==> src/twsb_pkg.sv <==
// -----------------------------------------------------------------------------
// twsb_pkg
// Types, codes and sequence tables shared by the two-wire sensor bus master.
// -----------------------------------------------------------------------------
package twsb_pkg;

  localparam logic [4:0] PH_IDLE = 5'd31;

  typedef enum logic [2:0] {
    CMD_NONE     = 3'd0,
    CMD_TEMP     = 3'd1,
    CMD_HUM      = 3'd2,
    CMD_RD_STAT  = 3'd3,
    CMD_WR_STAT  = 3'd4,
    CMD_SOFT_RST = 3'd5,
    CMD_LINK_RST = 3'd6
  } cmd_e;

  typedef enum logic [2:0] {
    OP_END   = 3'd0,
    OP_TS    = 3'd1,
    OP_CR    = 3'd2,
    OP_WCMD  = 3'd3,
    OP_WVAL  = 3'd4,
    OP_POLL  = 3'd5,
    OP_RACK  = 3'd6,
    OP_RNACK = 3'd7
  } op_e;

  typedef enum logic [1:0] {
    REG_HALF_PERIOD   = 2'd0,
    REG_POLL_INTERVAL = 2'd1,
    REG_POLL_LIMIT    = 2'd2
  } reg_e;

  typedef struct packed {
    logic [7:0]  half_period;
    logic [23:0] poll_interval;
    logic [7:0]  poll_limit;
  } cfg_t;

  typedef struct packed {
    logic        clock_high;
    logic        data_release;
    logic        busy;
    logic        done;
    logic [15:0] read_value;
    logic [7:0]  read_checksum;
    logic [1:0]  error_count;
  } res_t;

  // Step program of each command, indexed by program position.
  function automatic op_e prog_op(input logic [2:0] cmd, input logic [4:0] ph);
    op_e op;
    op = OP_END;
    if (ph[4:3] == 2'd0) begin
      case (cmd)
        CMD_TEMP, CMD_HUM: begin
          case (ph[2:0])
            3'd0: op = OP_TS;
            3'd1: op = OP_WCMD;
            3'd2: op = OP_POLL;
            3'd3: op = OP_RACK;
            3'd4: op = OP_RACK;
            3'd5: op = OP_RNACK;
            default: op = OP_END;
          endcase
        end
        CMD_RD_STAT: begin
          case (ph[2:0])
            3'd0: op = OP_TS;
            3'd1: op = OP_WCMD;
            3'd2: op = OP_RACK;
            3'd3: op = OP_RNACK;
            default: op = OP_END;
          endcase
        end
        CMD_WR_STAT: begin
          case (ph[2:0])
            3'd0: op = OP_TS;
            3'd1: op = OP_WCMD;
            3'd2: op = OP_WVAL;
            default: op = OP_END;
          endcase
        end
        CMD_SOFT_RST: begin
          case (ph[2:0])
            3'd0: op = OP_CR;
            3'd1: op = OP_TS;
            3'd2: op = OP_WCMD;
            default: op = OP_END;
          endcase
        end
        CMD_LINK_RST: begin
          case (ph[2:0])
            3'd0: op = OP_CR;
            3'd1: op = OP_TS;
            default: op = OP_END;
          endcase
        end
        default: op = OP_END;
      endcase
    end
    return op;
  endfunction

  // Command byte sent on the bus for each command.
  function automatic logic [7:0] cmd_code(input logic [2:0] cmd);
    logic [7:0] code;
    code = 8'h00;
    case (cmd)
      CMD_TEMP:     code = 8'h03;
      CMD_HUM:      code = 8'h05;
      CMD_RD_STAT:  code = 8'h07;
      CMD_WR_STAT:  code = 8'h06;
      CMD_SOFT_RST: code = 8'h1E;
      default:      code = 8'h00;
    endcase
    return code;
  endfunction

  // Transmission start: SCK, DATA and length in half periods per step.
  function automatic logic start_clk(input logic [2:0] s);
    logic v;
    case (s)
      3'd0:    v = 1'b0;
      3'd1:    v = 1'b1;
      3'd2:    v = 1'b1;
      3'd3:    v = 1'b0;
      default: v = 1'b1;
    endcase
    return v;
  endfunction

  function automatic logic start_dat(input logic [2:0] s);
    logic v;
    case (s)
      3'd0:    v = 1'b1;
      3'd1:    v = 1'b1;
      3'd2:    v = 1'b0;
      3'd3:    v = 1'b0;
      3'd4:    v = 1'b0;
      default: v = 1'b1;
    endcase
    return v;
  endfunction

  function automatic logic start_double(input logic [2:0] s);
    return (s == 3'd3);
  endfunction

endpackage

==> src/twsb_cfg_regs.sv <==
// -----------------------------------------------------------------------------
// twsb_cfg_regs
// Configuration registers of the two-wire sensor bus master.
// -----------------------------------------------------------------------------
module twsb_cfg_regs (
  input  logic                clk_i,
  input  logic                rst_ni,
  input  logic                cfg_valid_i,
  output logic                cfg_ready_o,
  input  logic [1:0]          cfg_index_i,
  input  logic [23:0]         cfg_data_i,
  output twsb_pkg::cfg_t      cfg_o
);
  import twsb_pkg::*;

  cfg_t cfg_q, cfg_d;

  assign cfg_ready_o = 1'b1;
  assign cfg_o       = cfg_q;

  always_comb begin
    cfg_d = cfg_q;
    if (cfg_valid_i) begin
      unique case (cfg_index_i)
        REG_HALF_PERIOD:   cfg_d.half_period   = cfg_data_i[7:0];
        REG_POLL_INTERVAL: cfg_d.poll_interval = cfg_data_i;
        REG_POLL_LIMIT:    cfg_d.poll_limit    = cfg_data_i[7:0];
        default:           cfg_d               = cfg_q;
      endcase
    end
  end

  always_ff @(posedge clk_i or negedge rst_ni) begin
    if (!rst_ni) begin
      cfg_q.half_period   <= 8'd8;
      cfg_q.poll_interval <= 24'd400000;
      cfg_q.poll_limit    <= 8'd50;
    end else begin
      cfg_q <= cfg_d;
    end
  end

endmodule

==> src/twsb_seq.sv <==
// -----------------------------------------------------------------------------
// twsb_seq
// Bus sequencer: advances by one tick for each processed item and computes
// the line levels, status and read data that the tick leaves behind.
// -----------------------------------------------------------------------------
module twsb_seq (
  input  logic                clk_i,
  input  logic                rst_ni,
  input  logic                fire_i,
  input  logic [2:0]          cmd_i,
  input  logic [7:0]          status_value_i,
  input  logic                data_line_in_i,
  input  twsb_pkg::cfg_t      cfg_i,
  output twsb_pkg::res_t      res_o
);
  import twsb_pkg::*;

  localparam logic [4:0] SEG_LAST_TS = 5'd5;
  localparam logic [4:0] SEG_LAST    = 5'd18;
  localparam logic [4:0] SEG_ACK_CLK = 5'd17;
  localparam logic [4:0] SEG_ACK_END = 5'd18;
  localparam logic [4:0] SEG_BYTE    = 5'd16;

  logic [4:0]  phase_q, phase_d;
  logic [2:0]  cmd_q, cmd_d;
  logic [23:0] tick_q, tick_d;
  logic [4:0]  seg_q, seg_d;
  logic [7:0]  shift_q, shift_d;
  logic [7:0]  pend_q, pend_d;
  logic [15:0] value_q, value_d;
  logic [7:0]  chk_q, chk_d;
  logic [7:0]  poll_q, poll_d;
  logic [1:0]  err_q, err_d;
  logic        clk_q, clk_d;
  logic        dat_q, dat_d;
  logic        done;

  always_comb begin
    logic [4:0]  ph;
    logic [4:0]  s;
    logic        run;
    logic        do_step;
    logic        err_inc;
    logic [7:0]  h_eff;
    logic [23:0] pi_eff;
    logic [7:0]  wbyte;
    op_e         op;

    phase_d = phase_q;
    cmd_d   = cmd_q;
    tick_d  = tick_q;
    seg_d   = seg_q;
    shift_d = shift_q;
    pend_d  = pend_q;
    value_d = value_q;
    chk_d   = chk_q;
    poll_d  = poll_q;
    err_d   = err_q;
    clk_d   = clk_q;
    dat_d   = dat_q;
    done    = 1'b0;

    ph      = phase_q;
    s       = seg_q;
    run     = 1'b0;
    do_step = 1'b0;
    err_inc = 1'b0;
    h_eff   = (cfg_i.half_period == 8'd0) ? 8'd1 : cfg_i.half_period;
    pi_eff  = (cfg_i.poll_interval == 24'd0) ? 24'd1 : cfg_i.poll_interval;
    wbyte   = 8'd0;
    op      = OP_END;

    if (fire_i) begin
      if (phase_q == PH_IDLE) begin
        if (cmd_i inside {CMD_TEMP, CMD_HUM, CMD_RD_STAT, CMD_WR_STAT,
                          CMD_SOFT_RST, CMD_LINK_RST}) begin
          cmd_d  = cmd_i;
          pend_d = status_value_i;
          err_d  = 2'd0;
          poll_d = 8'd0;
          if (cmd_i inside {CMD_TEMP, CMD_HUM, CMD_RD_STAT}) begin
            value_d = 16'd0;
            chk_d   = 8'd0;
          end
          ph  = 5'd0;
          s   = 5'd0;
          run = 1'b1;
        end
      end else if (tick_q != 24'd0) begin
        tick_d = tick_q - 24'd1;
      end else begin
        op = prog_op(cmd_q, phase_q);
        if (op != OP_POLL) begin
          if (s < ((op == OP_TS) ? SEG_LAST_TS : SEG_LAST)) begin
            s = s + 5'd1;
          end else begin
            ph = ph + 5'd1;
            s  = 5'd0;
          end
        end
        run = 1'b1;
      end
    end

    if (run) begin
      op      = prog_op(cmd_d, ph);
      do_step = 1'b1;
      if (op == OP_POLL) begin
        clk_d = 1'b0;
        dat_d = 1'b1;
        if (!data_line_in_i || (poll_d >= cfg_i.poll_limit)) begin
          // Sensor ready or polls used up: the first read starts in this tick.
          err_inc = data_line_in_i;
          poll_d  = 8'd0;
          ph      = ph + 5'd1;
          s       = 5'd0;
          op      = prog_op(cmd_d, ph);
        end else begin
          poll_d  = poll_d + 8'd1;
          tick_d  = pi_eff - 24'd1;
          do_step = 1'b0;
        end
      end

      if (do_step) begin
        clk_d  = 1'b0;
        dat_d  = 1'b1;
        tick_d = {16'd0, h_eff - 8'd1};
        case (op)
          OP_END: begin
            ph     = PH_IDLE;
            done   = 1'b1;
            tick_d = tick_q;
          end
          OP_TS: begin
            clk_d = start_clk(s[2:0]);
            dat_d = start_dat(s[2:0]);
            if (start_double(s[2:0])) begin
              tick_d = {15'd0, {h_eff, 1'b0} - 9'd1};
            end
          end
          OP_CR: begin
            clk_d = s[0];
          end
          OP_WCMD, OP_WVAL: begin
            wbyte = (op == OP_WCMD) ? cmd_code(cmd_d) : pend_d;
            if (s < SEG_BYTE) begin
              dat_d = wbyte[3'd7 - s[3:1]];
              clk_d = s[0];
            end else begin
              clk_d   = (s == SEG_ACK_CLK);
              err_inc = (s == SEG_ACK_END) && data_line_in_i;
            end
          end
          default: begin
            // Byte read; the acknowledge level depends on whether more follow.
            if (s == 5'd0) begin
              shift_d = 8'd0;
            end
            if (s < SEG_BYTE) begin
              clk_d = ~s[0];
              if (s[0] && data_line_in_i) begin
                shift_d[3'd7 - s[3:1]] = 1'b1;
              end
            end else begin
              if (s == SEG_BYTE) begin
                if (op == OP_RNACK) begin
                  chk_d = shift_d;
                end else begin
                  value_d = {value_d[7:0], shift_d};
                end
              end
              clk_d = (s == SEG_BYTE);
              dat_d = (s == SEG_ACK_END) ? 1'b1 : (op == OP_RNACK);
            end
          end
        endcase
      end

      if (err_inc && (err_d != 2'd3)) begin
        err_d = err_d + 2'd1;
      end
      phase_d = ph;
      seg_d   = s;
    end
  end

  always_ff @(posedge clk_i or negedge rst_ni) begin
    if (!rst_ni) begin
      phase_q <= PH_IDLE;
      cmd_q   <= CMD_NONE;
      tick_q  <= 24'd0;
      seg_q   <= 5'd0;
      shift_q <= 8'd0;
      pend_q  <= 8'd0;
      value_q <= 16'd0;
      chk_q   <= 8'd0;
      poll_q  <= 8'd0;
      err_q   <= 2'd0;
      clk_q   <= 1'b1;
      dat_q   <= 1'b1;
    end else begin
      phase_q <= phase_d;
      cmd_q   <= cmd_d;
      tick_q  <= tick_d;
      seg_q   <= seg_d;
      shift_q <= shift_d;
      pend_q  <= pend_d;
      value_q <= value_d;
      chk_q   <= chk_d;
      poll_q  <= poll_d;
      err_q   <= err_d;
      clk_q   <= clk_d;
      dat_q   <= dat_d;
    end
  end

  assign res_o.clock_high    = clk_d;
  assign res_o.data_release  = dat_d;
  assign res_o.busy          = (phase_d != PH_IDLE);
  assign res_o.done          = done;
  assign res_o.read_value    = value_d;
  assign res_o.read_checksum = chk_d;
  assign res_o.error_count   = err_d;

endmodule

==> src/two_wire_sensor_bus_master.sv <==
// -----------------------------------------------------------------------------
// two_wire_sensor_bus_master
// Tick-driven master for a two-wire humidity/temperature sensor bus.
// -----------------------------------------------------------------------------
// Each input item is one bus tick. It carries the sampled DATA level and, while
// the block is idle, an optional command with the status byte to write. Every
// item yields exactly one result item: SCK and DATA drive levels, busy, a
// one-tick done pulse, the read value, checksum and error count.
// Items enter on in_valid_i / in_stall_o and results leave on out_valid_o /
// out_stall_i. An item is registered on entry, processed by the sequencer and
// lands in the output register, from which its result is offered. One item per
// cycle is sustained while the receiver does not stall; the rate is set by the
// single sequencer step between the input and output registers.
// When the receiver stalls, the held result stays put, one more item waits in
// the input register and then in_stall_o rises until the result is taken.
// Registers are written on cfg_valid_i / cfg_ready_o (always ready) with an
// index of 0 half period, 1 poll interval, 2 poll limit.
// Reset empties both registers, leaves the sequencer idle with both lines
// released and restores half period 8, poll interval 400000, poll limit 50.
// -----------------------------------------------------------------------------
module two_wire_sensor_bus_master (
  input  logic        clk_i,
  input  logic        rst_ni,
  input  logic        in_valid_i,
  output logic        in_stall_o,
  input  logic [2:0]  cmd_i,
  input  logic [7:0]  status_value_i,
  input  logic        data_line_in_i,
  output logic        out_valid_o,
  input  logic        out_stall_i,
  output logic        clock_high_o,
  output logic        data_release_o,
  output logic        busy_res_o,
  output logic        done_res_o,
  output logic [15:0] read_value_o,
  output logic [7:0]  read_checksum_o,
  output logic [1:0]  error_count_o,
  input  logic        cfg_valid_i,
  output logic        cfg_ready_o,
  input  logic [1:0]  cfg_index_i,
  input  logic [23:0] cfg_data_i
);
  import twsb_pkg::*;

  cfg_t       cfg;
  res_t       res;
  res_t       res_q;
  logic       in_vld_q, in_vld_d;
  logic       out_vld_q, out_vld_d;
  logic [2:0] cmd_q;
  logic [7:0] sv_q;
  logic       din_q;
  logic       fire;
  logic       in_take;

  assign fire       = in_vld_q && (!out_vld_q || !out_stall_i);
  assign in_stall_o = in_vld_q && !fire;
  assign in_take    = in_valid_i && !in_stall_o;

  always_comb begin
    in_vld_d  = in_take ? 1'b1 : (fire ? 1'b0 : in_vld_q);
    out_vld_d = fire ? 1'b1 : (out_stall_i ? out_vld_q : 1'b0);
  end

  twsb_cfg_regs u_cfg (
    .clk_i       (clk_i),
    .rst_ni      (rst_ni),
    .cfg_valid_i (cfg_valid_i),
    .cfg_ready_o (cfg_ready_o),
    .cfg_index_i (cfg_index_i),
    .cfg_data_i  (cfg_data_i),
    .cfg_o       (cfg)
  );

  twsb_seq u_seq (
    .clk_i          (clk_i),
    .rst_ni         (rst_ni),
    .fire_i         (fire),
    .cmd_i          (cmd_q),
    .status_value_i (sv_q),
    .data_line_in_i (din_q),
    .cfg_i          (cfg),
    .res_o          (res)
  );

  always_ff @(posedge clk_i or negedge rst_ni) begin
    if (!rst_ni) begin
      in_vld_q  <= 1'b0;
      out_vld_q <= 1'b0;
    end else begin
      in_vld_q  <= in_vld_d;
      out_vld_q <= out_vld_d;
    end
  end

  always_ff @(posedge clk_i) begin
    if (in_take) begin
      cmd_q <= cmd_i;
      sv_q  <= status_value_i;
      din_q <= data_line_in_i;
    end
    if (fire) begin
      res_q <= res;
    end
  end

  assign out_valid_o     = out_vld_q;
  assign clock_high_o    = res_q.clock_high;
  assign data_release_o  = res_q.data_release;
  assign busy_res_o      = res_q.busy;
  assign done_res_o      = res_q.done;
  assign read_value_o    = res_q.read_value;
  assign read_checksum_o = res_q.read_checksum;
  assign error_count_o   = res_q.error_count;

endmodule

==> config.mk <==
export PLATFORM = sky130hd
export DESIGN_NAME = two_wire_sensor_bus_master
export DESIGN_NICKNAME = d
export VERILOG_FILES = /design/src/twsb_pkg.sv /design/src/twsb_cfg_regs.sv /design/src/twsb_seq.sv /design/src/two_wire_sensor_bus_master.sv
export SDC_FILE = /design/constraint.sdc
export NUM_CORES = 1
export LEC_CHECK = 0
export ABC_CLOCK_PERIOD_IN_PS = 11140
export BUFFER_PORTS_ARGS = -buffer_cell sky130_fd_sc_hd__buf_2
export CAP_MARGIN = 20
export CORE_MARGIN = 8
export CORE_UTILIZATION = 60
export DETAILED_ROUTE_END_ITERATION = 7
export HOLD_SLACK_MARGIN = 0.06
export PLACE_DENSITY_LB_ADDON = 0.1
export SLEW_MARGIN = 20
export SYNTH_ARGS = -nofsm -noshare
export SYNTH_HDL_FRONTEND = slang
export SYNTH_SLANG_ARGS = --single-unit
==> constraint.sdc <==
create_clock -name clk_i -period 11.14 [get_ports clk_i]
set_input_delay 0.557 -clock clk_i [delete_from_list [all_inputs] [get_ports clk_i]]
set_output_delay 0.557 -clock clk_i [all_outputs]
set_load 0.005 [all_outputs]
==> results of run 1 <==
==> through the flow <==
step / hold slack, ps / area, sq um / total power (uW) / worst slack [ps]
2_1_floorplan: 261 / 10300 / 1490 / 4520
3_3_place_gp: 446 / 10800 / 1700 / 2820
3_5_place_dp: 468 / 10800 / 1710 / 2570
4_1_cts: 122 / 11500 / 2350 / 2590
5_1_grt: 155 / 11500 / 2480 / 1810
6_report: 111 / 11500 / 2350 / 2430
==> sequential cells by signal, indices dropped and copies added (netlist names), 2 cells and up <==
name	cells
u_cfg.cfg_o	40
u_seq.tick_q	24
read_value_o	16
u_seq.value_q	16
read_checksum_o	8
sv_q	8
u_seq.chk_q	8
u_seq.pend_q	8
u_seq.poll_q	8
u_seq.shift_q	8
u_seq.phase_q	5
u_seq.seg_q	5
cmd_q	3
u_seq.cmd_q	3
error_count_o	2
u_seq.err_q	2
==> final timing paths <==
path | from | to | slack [ps] | depth (start not counted)
worst max-delay path | u_seq.phase_q[1]$_DFF_PN1_ | u_seq.tick_q[1]$_DFFE_PN0P_ | 2430 | 26
worst min-delay path | rst_ni | u_cfg.cfg_o[6]$_DFFE_PN0P_ | 110 | 1
worst max register to register | u_seq.phase_q[1]$_DFF_PN1_ | u_seq.tick_q[1]$_DFFE_PN0P_ | 2430 | 26
min in group clk_i | cmd_i[2] | cmd_q[2]$_DFFE_PP_ | 290 | 1
worst min register to register | in_vld_q$_DFFE_PN0P_ | out_valid_o$_DFFE_PN0P_ | 480 | 1
max in group asynchronous | rst_ni | u_seq.tick_q[6]$_DFFE_PN0P_ | 9700 | 2
==> critical path, cell delays in order, from the launching register on <==
cell and delay (ps):
dfstp_2 640, inv_1 160, ha_1 260, a31oi_1 220, a2bb2oi_1 370, nand3_1 240
or3_1 390, ha_1 310, a211oi_1 80, o21ai_0 230, or3b_1 440, and4_1 340
nor3_1 370, or2_1 340, inv_1 140, ha_1 310, o21ai_0 140, nand2_1 90
a221oi_1 350, o221ai_2 270, and4bb_2 350, nor2_1 810, nand4_1 910, inv_2 510
a211oi_1 90, o21ai_0 80, o311ai_0 130
==> cells by family (layout without fill, tap and decap cells) <==
kind of cell / after synthesis / after routing / share of synthesized area
flops: 173 / 173 / 0.442
buf+inv: 90 / 162 / 0.0371
compound gates: 275 / 275 / 0.181
other cells: 1 / 1 / 0.000364
mux: 67 / 67 / 0.0710
fa+ha+maj: 36 / 36 / 0.0437
xor+xnor: 39 / 39 / 0.0331
simple gates: 384 / 384 / 0.192
==> synth_stat cells, types with 7 or more instances <==
cell type	number	area, sq um
nand3_1	39	195
o22ai_1	11	68.8
inv_1	41	154
edfxtp_1	42	1260
nand2_1	99	372
a211o_1	7	61.3
or3_1	10	62.6
o31ai_1	13	97.6
dfrtp_1	114	2850
clkbuf_1	31	116
and2_1	17	106
nor3_1	38	190
a211oi_1	10	75.1
xor2_1	16	140
nand2b_1	17	106
a21oi_1	36	180
o21a_1	7	52.6
nand4_1	9	56.3
nor4_1	15	93.8
dfstp_2	17	447
ha_1	36	450
mux2_2	49	552
mux2i_1	18	180
o211ai_1	9	67.6
o21ai_0	88	440
a31oi_1	14	87.6
xnor2_1	23	201
and3_1	9	56.3
nor2_1	79	297
a22oi_1	7	52.6
==> power by group through the flow <==
stage / sequential [uW] / combinational [uW] / clock, uW
after detailed placement: 881 / 834 / 0
after global placement: 878 / 822 / 0
after floorplan: 844 / 651 / 0
after global routing: 888 / 940 / 651
final: 874 / 857 / 623
after CTS: 869 / 840 / 636
==> metal layers <==
layer | global-route usage | vias to the layer above | wire [microns]
li1 | - | 4079 | -
met1 | 0.307 | 4216 | 11300
met2 | 0.404 | 339 | 12700
met3 | 0.0421 | 60 | 1480
met4 | 0.106 | 0 | 799
met5 | 0 | - | 0
==> cell type report <==
cell class	count	area, sq um	share of cell area
Clock inverter	15	208	0.0181
Sequential cell	173	4560	0.397
Multi-Input combinational cell	802	5380	0.468
Inverter	44	165	0.0144
Timing Repair Buffer	86	470	0.0409
Clock buffer	17	425	0.0370
Tap cell	225	282	0.0245
==> layout by cell type, fill, tap and decap left out, types with 9 or more instances in the layout <==
master | Yosys | final
nand3_1 | 39 | 39
xnor2_1 | 23 | 23
and2_1 | 17 | 17
ha_1 | 36 | 36
nand4_1 | 9 | 9
o211ai_1 | 9 | 9
a211oi_1 | 10 | 10
edfxtp_1 | 42 | 42
o22ai_1 | 11 | 11
o31ai_1 | 13 | 13
a21oi_1 | 36 | 36
o21ai_0 | 88 | 88
mux2i_1 | 18 | 18
inv_1 | 41 | 40
mux2_2 | 49 | 49
a31oi_1 | 14 | 14
dfstp_2 | 17 | 17
and3_1 | 9 | 9
nand2b_1 | 17 | 17
buf_2 | 6 | 73
or3_1 | 10 | 10
nand2_1 | 99 | 99
nor3_1 | 38 | 38
xor2_1 | 16 | 16
nor2_1 | 79 | 79
dfrtp_1 | 114 | 114
nor4_1 | 15 | 14
clkbuf_16 | 0 | 17
buf_4 | 2 | 11
==> impl_metrics.env, run 1 <==
export IMPL_power_density_nw_per_um2=205
export IMPL_synth_edf_count=42
export IMPL_die_w_microns=147
export IMPL_drv_slew=0
export IMPL_port_buffers=74
export IMPL_cts_setup_buffers=0
export IMPL_cts_tree="yes"
export IMPL_area_growth_syn_to_layout_pct=11.4
export IMPL_end_kind="flip-flop"
export IMPL_rsz0062_at_grt="false"
export IMPL_hold_viol=0
export IMPL_ys_types=91
export IMPL_nFillCells=1388
export IMPL_via_count=8694
export IMPL_fin_util=0.674
export IMPL_p_int_uw=1420
export IMPL_antenna_found_initial=0
export IMPL_grt_pass1_wl_mm=43.2
export IMPL_async_flop_share=0.757
export IMPL_wire_per_inst_microns=19.3
export IMPL_required_ps=11430
export IMPL_top_level_ports=76
export IMPL_ys_ff_latch=173
export IMPL_max_cap_viol_count=0
export IMPL_clock_skew_ps=8.34
export IMPL_grt_pass1_vias=8521
export IMPL_status="complete, no violations"
export IMPL_place_inst=1329
export IMPL_netlist_instances=1065
export IMPL_cts_root_buf="clkbuf_16"
export IMPL_combPwrFrac=0.364
export IMPL_cts_buffers=17
export IMPL_initial_utilization=0.605
export IMPL_cp_max_fo=20
export IMPL_instances_no_fill=1362
export IMPL_grt_max_degree=67
export IMPL_power_frac_clock=0.264
export IMPL_fin_crit_ps=8710
export IMPL_drtIter0Drc=832
export IMPL_ys_seq_area_frac=0.442
export IMPL_ctsResizeCount=0
export IMPL_die_area_sq_um=21600
export IMPL_timing_fmax_mhz=115
export IMPL_swShare=0.398
export IMPL_core_area_sq_um=17100
export IMPL_cp_data_arrival_time_ps=9000
export IMPL_nets=1203
export IMPL_power_switching_uw=938
export IMPL_syn_avg_cell_area_sq_um=9.69
export IMPL_wirelength_mm=26.3
export IMPL_start_kind="flip-flop"
export IMPL_syn_cell_area_sq_um=10300
export IMPL_path_clk_slew_ps=70
export IMPL_finalSetupViolations=0
export IMPL_synth_nets=1144
export IMPL_relSlewSlack=0.291
export IMPL_critical_path_class="flip-flop to flip-flop"
export IMPL_drt_pass1_iter_count=5
export IMPL_p_seq_frac=0.371
export IMPL_diodes=0
export IMPL_gr_total_overflow=0
export IMPL_vdd_drop_max_mv=0.116
export IMPL_via_per_inst=6.38
export IMPL_cts_sinks=173
export IMPL_cts_max_level=4
export IMPL_drt_antenna_violating_nets=0
export IMPL_power_leakage_uw=0.00490
export IMPL_clockBufferDepth=2
export IMPL_gp_congestion=0.917
export IMPL_fin_tns_setup_ps=0
export IMPL_hpwlAfterDp_mm=19.1
export IMPL_drive_gt1_frac=0.186
export IMPL_dieHeight_microns=147
export IMPL_yosysWarnings=0
export IMPL_fin_crit_sh=0.782
export IMPL_ctsHoldBuffers=0
export IMPL_track_usage=0.243
export IMPL_clock_latency_ps=430
export IMPL_hold_path_class="input pin to asynchronous set/reset pin"
export IMPL_rows=48
export IMPL_worstMarginPinSlew_ps=1060
export IMPL_drc=0
export IMPL_synth_flop_cell="dfrtp_1"
Power figures use the tool's default switching activity.
==> inputs of run 2 (changes only) <==
--- a/config.mk
+++ b/config.mk
@@ -5,11 +5,11 @@
 export SDC_FILE = /design/constraint.sdc
 export NUM_CORES = 1
 export LEC_CHECK = 0
-export ABC_CLOCK_PERIOD_IN_PS = 11140
+export ABC_CLOCK_PERIOD_IN_PS = 7100
 export BUFFER_PORTS_ARGS = -buffer_cell sky130_fd_sc_hd__buf_2
 export CAP_MARGIN = 20
 export CORE_MARGIN = 8
-export CORE_UTILIZATION = 60
+export CORE_UTILIZATION = 55
 export DETAILED_ROUTE_END_ITERATION = 7
 export HOLD_SLACK_MARGIN = 0.06
 export PLACE_DENSITY_LB_ADDON = 0.1
==> constraint.sdc (replaced) <==
create_clock -name clk_i -period 7.1 [get_ports clk_i]
set_input_delay 0.355 -clock clk_i [delete_from_list [all_inputs] [get_ports clk_i]]
set_output_delay 0.355 -clock clk_i [all_outputs]
set_load 0.005 [all_outputs]
==> run 2 against run 1 <==
  * Maximum frequency up 28%
  * Non-clock buffer count up 34
  * First-iteration DRC count decreased by 28%
  * Sequential share of layout area fell by 0.99 points
  * Flip-flop and latch count did not move
  * Critical endpoint is now read_checksum_o[0]$_DFFE_PP_
  * Largest cell class unchanged
  * Highest routed layer unchanged
==> impl_metrics.env, run 2 (synthesis results as in run 1) <==
export IMPL_hold_viol=0
export IMPL_relSlewSlack=0.347
export IMPL_cp_data_arrival_time_ps=7040
export IMPL_hpwlAfterDp_mm=19.2
export IMPL_power_leakage_uw=0.00506
export IMPL_drtIter0Drc=602
export IMPL_power_density_nw_per_um2=322
export IMPL_final_cell_mix="dfrtp_1, nand2_1, o21ai_0, nor2_1, buf_2"
export IMPL_whs_ps=80.1
export IMPL_drv_slew=0
export IMPL_power_frac_clock=0.255
export IMPL_cts_sinks=173
export IMPL_drt_antenna_violating_nets=0
export IMPL_holdPathStages=1
export IMPL_gp_congestion=0.948
export IMPL_track_usage=0.229
export IMPL_cpMostUsedCell="ha_1"
export IMPL_path_clk_slew_ps=80
export IMPL_crit_path_max_incr_delay_ps=600
export IMPL_fin_crit_sh=0.962
export IMPL_power_switching_uw=1480
export IMPL_worst_slack_ps=269
export IMPL_combPwrFrac=0.386
export IMPL_cts_max_level=4
export IMPL_instances_no_fill=1405
export IMPL_grt_max_degree=77
export IMPL_cp_slowest_cell="dfstp_2"
export IMPL_critical_path_class="flip-flop to flip-flop"
export IMPL_fin_util=0.634
export IMPL_placed_cell_area_sq_um=11000
export IMPL_rows=50
export IMPL_p_int_uw=2320
export IMPL_cp_max_fo=16
export IMPL_layout_commonest_cell="dfrtp_1"
export IMPL_cts_buffers=17
export IMPL_clock_skew_ps=15.3
export IMPL_finalSetupViolations=0
export IMPL_hold_path_class="input pin to flip-flop"
export IMPL_timing_fmax_mhz=146
export IMPL_final_area_sq_um=11800
export IMPL_drive_gt1_frac=0.214
export IMPL_via_count=8672
export IMPL_gr_total_overflow=0
export IMPL_clock_latency_ps=450
export IMPL_wirelength_mm=26.7
export IMPL_cts_tree="yes"
export IMPL_post_place_ws_ps=143
export IMPL_worstMarginPinSlew_ps=977
export IMPL_port_buffers=74
export IMPL_initial_utilization=0.555
export IMPL_place_inst=1358
export IMPL_drc=0
export IMPL_p_seq_frac=0.359
export IMPL_end_kind="flip-flop"
export IMPL_max_cap_viol_count=0
export IMPL_die_w_microns=153
export IMPL_via_per_inst=6.17
export IMPL_fin_crit_ps=6830
export IMPL_status="complete, no violations"
export IMPL_clockBufferDepth=2
export IMPL_antenna_found_initial=0
export IMPL_nFillCells=1547
export IMPL_diodes=0
export IMPL_nets=1237
export IMPL_area_growth_syn_to_layout_pct=14.3
export IMPL_grt_pass1_wl_mm=43.9
export IMPL_drt_pass1_iter_count=5
export IMPL_largest_register_ffs=40
export IMPL_reg2reg_depth=28
export IMPL_cts_root_buf="clkbuf_16"
export IMPL_swShare=0.391
export IMPL_grt_pass1_vias=8522
export IMPL_dieHeight_microns=153
export IMPL_vdd_drop_max_mv=0.205
export IMPL_required_ps=7310
export IMPL_start_kind="flip-flop"
export IMPL_wire_per_inst_microns=19.0
export IMPL_top_level_ports=76
export IMPL_core_area_sq_um=18600
export IMPL_die_area_sq_um=23400
-- run 2: cell count changes in the layout (fill, tap and decap cells not counted), moves of 2 or more --
cell        change
nand3_1         -2
nand3_2         +2
inv_8           -2
buf_4          +32
clkinvlp_4      +2
-- run 2: final timing paths --
| kind | start | end | slack (ps) |
|---|---|---|---|
| worst max-delay path | u_seq.phase_q[2]$_DFF_PN1_ | read_checksum_o[0]$_DFFE_PP_ | 270 |
| worst min-delay path | cmd_i[2] | cmd_q[2]$_DFFE_PP_ | 80 |
| worst max register to register | u_seq.phase_q[2]$_DFF_PN1_ | read_checksum_o[0]$_DFFE_PP_ | 270 |
| worst min register to register | in_vld_q$_DFFE_PN0P_ | out_valid_o$_DFFE_PN0P_ | 480 |
| max in group asynchronous | rst_ni | u_seq.chk_q[4]$_DFF_PN0_ | 5390 |
| min in group asynchronous | rst_ni | out_valid_o$_DFFE_PN0P_ | 480 |
-- run 2: final cells by class --
| type | count | area, sq um | share of cell area |
|---|---|---|---|
| Clock inverter | 15 | 201 | 0.0171 |
| Multi-Input combinational cell | 802 | 5410 | 0.459 |
| Inverter | 44 | 169 | 0.0143 |
| Clock buffer | 17 | 425 | 0.0361 |
| Sequential cell | 173 | 4560 | 0.387 |
| Tap cell | 234 | 293 | 0.0248 |
| Timing Repair Buffer | 120 | 732 | 0.0621 |
-- run 2: worst max-delay path, delay by kind of cell, from the launching register on --
kind                     cells  cell delay [ps]
AND/OR/NAND/NOR             10             2310
AO/OA/AOI/OAI                7             1590
buffers and inverters        6              800
flip-flops                   1              600
multiplexers                 1              300
adder cells (fa/ha/maj)      4              980
-- run 2: through the flow --
step / TNS, ps / total power, uW
after detailed placement: 0 / 2720
after global placement: 0 / 2710
final: 0 / 3800
after global routing: -40.8 / 4020
after CTS: 0 / 3700
after floorplan: 0 / 2340
-- run 2: layer usage --
layer | share of wire | up-vias | track usage | routed length [microns]
met5 | 0 | - | 0 | 0
met1 | 0.44 | 4154 | 0.293 | 11600
met4 | 0.032 | 0 | 0.103 | 843
met2 | 0.48 | 301 | 0.373 | 12800
met3 | 0.053 | 63 | 0.0434 | 1410
li1 | - | 4154 | - | -
-- run 2: power groups by stage --
stage / sequential (uW) / clock (uW) / combinational [uW]
6_report: 1360 / 969 / 1470
5_1_grt: 1390 / 1020 / 1610
4_1_cts: 1360 / 983 / 1350
3_5_place_dp: 1380 / 0 / 1340
3_3_place_gp: 1370 / 0 / 1340
2_1_floorplan: 1320 / 0 / 1020
-- run 2: timing repair --
item                                    4_1_cts  5_1_grt
endpoints found under the setup margin        0       92
hold buffers                                  1        0
gates resized for setup                       0        8
setup buffers                                 0       13
endpoints found under the hold margin        64        0
